File: src/hw/rtl/usm_pkg.sv
// Shared types and constants of the unsharp-mask sharpening block.
// Used by the channel interfaces, the line buffer, the sharpen datapath and the top level.
// No dependencies.
package usm_pkg;

    localparam int CH_W       = 8;
    localparam int NUM_CH     = 3;
    localparam int CH_RED     = 2;
    localparam int CH_GREEN   = 1;
    localparam int CH_BLUE    = 0;

    localparam int ROW_W      = 12;
    localparam int OUT_COL_W  = 11;
    localparam int WIDTH_W    = 12;
    localparam int HEIGHT_W   = 13;
    localparam int MAX_ROWS   = 4096;

    localparam int CFG_IDX_W  = 4;
    localparam int CFG_DATA_W = 13;

    localparam logic [CFG_IDX_W-1:0] REG_IMAGE_WIDTH  = CFG_IDX_W'(0);
    localparam logic [CFG_IDX_W-1:0] REG_IMAGE_HEIGHT = CFG_IDX_W'(1);

    localparam logic [WIDTH_W-1:0]  WIDTH_RESET  = WIDTH_W'(2048);
    localparam logic [HEIGHT_W-1:0] HEIGHT_RESET = HEIGHT_W'(1);

    // Sum of nine bytes fits in 12 bits; sum * 7282 >> 16 equals sum / 9 over that range.
    localparam int SUM_W        = 12;
    localparam int RECIP_W      = 13;
    localparam int RECIP_SHIFT  = 16;
    localparam logic [RECIP_W-1:0] RECIP_NINE = RECIP_W'(7282);

    typedef logic [NUM_CH-1:0][CH_W-1:0] pixel_t;

    // Three vertically stacked pixels: 0 is two rows back, 1 one row back, 2 the current row.
    typedef pixel_t [2:0] column_t;

    typedef struct packed {
        pixel_t older;
        pixel_t prior;
    } line_pair_t;

endpackage

File: src/hw/rtl/usm_sharpen.sv
// Sharpen datapath: 3x3 box sum, divide by nine, wrapped detail and clamped result per channel.
// Depends on usm_pkg.
module usm_sharpen (
    input  usm_pkg::column_t  win_left,
    input  usm_pkg::column_t  win_mid,
    input  usm_pkg::column_t  win_right,
    output usm_pkg::pixel_t   sharp
);

    localparam int PROD_W = usm_pkg::SUM_W + usm_pkg::RECIP_W;

    for (genvar k = 0; k < usm_pkg::NUM_CH; k++)
    begin : g_ch
        logic [usm_pkg::SUM_W-1:0] sum;
        logic [PROD_W-1:0]         prod;
        logic [usm_pkg::CH_W-1:0]  centre;
        logic [usm_pkg::CH_W-1:0]  smooth;
        logic [usm_pkg::CH_W-1:0]  detail;
        logic signed [usm_pkg::CH_W+1:0] value;

        always_comb
        begin
            sum = '0;
            for (int i = 0; i < 3; i++)
            begin
                sum = sum + usm_pkg::SUM_W'(win_left[i][k])
                          + usm_pkg::SUM_W'(win_mid[i][k])
                          + usm_pkg::SUM_W'(win_right[i][k]);
            end
            prod   = PROD_W'(sum) * PROD_W'(usm_pkg::RECIP_NINE);
            smooth = prod[usm_pkg::RECIP_SHIFT +: usm_pkg::CH_W];
            centre = win_mid[1][k];
            // The detail keeps only its low byte and is read back as a signed value.
            detail = centre - smooth;
            value  = $signed({2'b00, centre}) + $signed({{2{detail[usm_pkg::CH_W-1]}}, detail});
            if (value < 0)
            begin
                sharp[k] = '0;
            end
            else if (value > $signed(10'sd255))
            begin
                sharp[k] = '1;
            end
            else
            begin
                sharp[k] = value[usm_pkg::CH_W-1:0];
            end
        end
    end

endmodule

File: config.mk
export PLATFORM = sky130hd
export DESIGN_NAME = usm_sharpen
export DESIGN_NICKNAME = d
export VERILOG_FILES = /design/src/hw/rtl/usm_pkg.sv /design/src/hw/rtl/usm_sharpen.sv
export SDC_FILE = /design/constraint.sdc
export NUM_CORES = 1
export LEC_CHECK = 0
export BUFFER_PORTS_ARGS = -buffer_cell sky130_fd_sc_hd__buf_4
export CORE_MARGIN = 2
export CORE_UTILIZATION = 50
export DETAILED_ROUTE_END_ITERATION = 16
export PLACE_DENSITY = 0.73
export SLEW_MARGIN = 10
export SYNTH_ARGS = -nofsm -noshare
export SYNTH_HDL_FRONTEND = slang
export SYNTH_SLANG_ARGS = --single-unit
File: constraint.sdc
create_clock -name vclk -period 25.9
set_clock_uncertainty 0.1 [all_clocks]
set_input_delay 6.475 -clock vclk [all_inputs]
set_output_delay 6.475 -clock vclk [all_outputs]
set_load 0.01 [all_outputs]
==> impl_metrics.yaml <==
placement:
  dpl.hpwl_um: 27280
  io_buffers: 240
  routabilityCongestion: 0.8929
logic_synthesis:
  netlist_area_um2: 13190
  synth_nets: 2180
  synth_cell_type_count: 49
  synth_top_area_share_pct: 35.82
  syn-instance-count: 1433
  yosys_warnings: 0
  synth_top_cell_by_area: "fa_1"
  synthTopCellsByArea: "fa_1, ha_1, inv_1"
  ys_seq_area_share_pct: 0
  synth.most_common_cell: "inv_1"
  syn_area_per_cell_um2: 9.205
  synthTopCellsByCount: "inv_1, ha_1, fa_1, xnor2_1, a21oi_1"
layout:
  layout-drive-gt1-share_pct: 15.32
  fill_cells: 2298
  design.seq.count: 0
  syn_to_final_growth_pct: 16.78
  register_area_um2: 0
  utilization_pct: 59.28
  diodes: 0
  layout.nets: 2420
  clkbuf_count: 0
  multi_input_area_um2: 11590
routing:
  drt_iter0_drc: 210
  avgViaCountPerCell: 4.989
  drc: 0
  drt_first_pass_iters: 4
  wire_per_inst_um: 14.24
  ant_nets: 0
  routed_wl_um: 28570
  vias: 10010
job:
  cap_violations: 0
timing:
  post-route-min-period_ps: 24780
  worst_slew_pin_slew_ps: 890.6
  slew_viol_final: 0
  slew_headroom_pct: 40.20
  rsz0062_at_grt: "no"
  tns_ps: 0
  timing.final.crit_share_pct: 95.67
  max_freq_ghz: 0.04036
  setup_viol: 0
  hold_viol_final: 0
critical_path:
  cp.arrival_ps: 18200
  max_stage_delay_ps: 580
  critPathKind: "in2out"
  cp_max_fo: 7
  cp_common_cell: "fa_1"
  required_ps: 19320
  endpoint_kind: "output port"
  critPathLaunchType: "primary input"
  critPathSlowestCell: "xnor2_1"
grt:
  antenna_found_initial: 0
  gr-total-overflow: 0
  grt_pass1_wl_um: 49460
  grt_max_degree: 14
  grtUsageTotal_pct: 21.15
  grt_pass1_vias: 10810
floorplanning:
  die_y_um: 166.4
  die_area_um2: 27700
  core-area_um2: 25980
  initial_core_util_pct: 50.77
  fp.dieW_um: 166.4
  num_rows: 59
  io_pins: 240
outcome:
  outcome: "completed"
hold_path:
  hp-class: "in2out"
  worstHoldPathCells: 4
clock_tree:
  cts_setup_buffers: 0
  ctsResizeCount: 0
  holdBufCountCts: 0
==> critical path, delay by kind of cell <==
family,cells,cell delay [ps]
xor gates and xnor gates,6,2000
adders and majority gates,13,5790
AOI/OAI and AO/OA,11,2310
buffers and inverters,9,690
and+or+nand+nor,6,940
==> final timing paths <==
kind | from | endpoint | slack, ps
setup / recovery | win_left[19] | sharp[18] | 1120
hold / removal | win_mid[32] | sharp[8] | 13370
==> final cells by class <==
cell class | count | area share (%)
well taps | 335 | 2.721
repair buffers | 240 | 11.70
inverters | 424 | 10.33
multi-input cells | 1007 | 75.25
==> cells by family after synthesis <==
logic type               Yosys count  synth area share (%)
AO/OA/AOI/OAI                    192                 9.665
XOR/XNOR                         124                 8.347
adder cells (fa/ha/maj)          531                 63.80
buffers and inverters            426                 12.12
multiplexers                       4                0.3225
AND/OR/NAND/NOR                  156                 5.748
==> metrics by stage <==
stage          worst slack, ps  instance area [um^2]  cells  hold slack [ps]
4_1_cts                   1071                 15400   2006            13380
5_1_grt                  280.8                 15400   2006            13400
6_report                  1121                 15400   2006            13370
2_1_floorplan             2660                 13190   1433            13030
3_3_place_gp              1257                 15400   2006            13370
3_5_place_dp              1139                 15400   2006            13370
==> routing by layer <==
layer,vias up,share of wire (%),global-route usage [%]
met1,4797,43,27.62
met5,-,0,0
met2,231,52,39.67
li1,4954,-,-
met3,26,3.7,1.592
met4,0,1.1,2.099
==> cells in the final DEF (no fill, tap or decap), drive strengths merged, types with 3 or more instances in the layout <==
cell,count
o211ai,8
a21boi,3
o21ai,32
o21bai,6
xor2,48
nor2,48
nand2,36
o21a,7
a211oi,5
xnor2,75
nand2b,7
and2,5
nor3,9
a31oi,6
or2,4
inv,424
or3,4
a211o,6
ha,295
a21oi,57
and3,9
nand3,9
fa,236
a21o,46
buf,240
nor2b,15
Power is not shown: default switching activity piles up to over one toggle a cycle in this logic, so the estimate is an artifact.
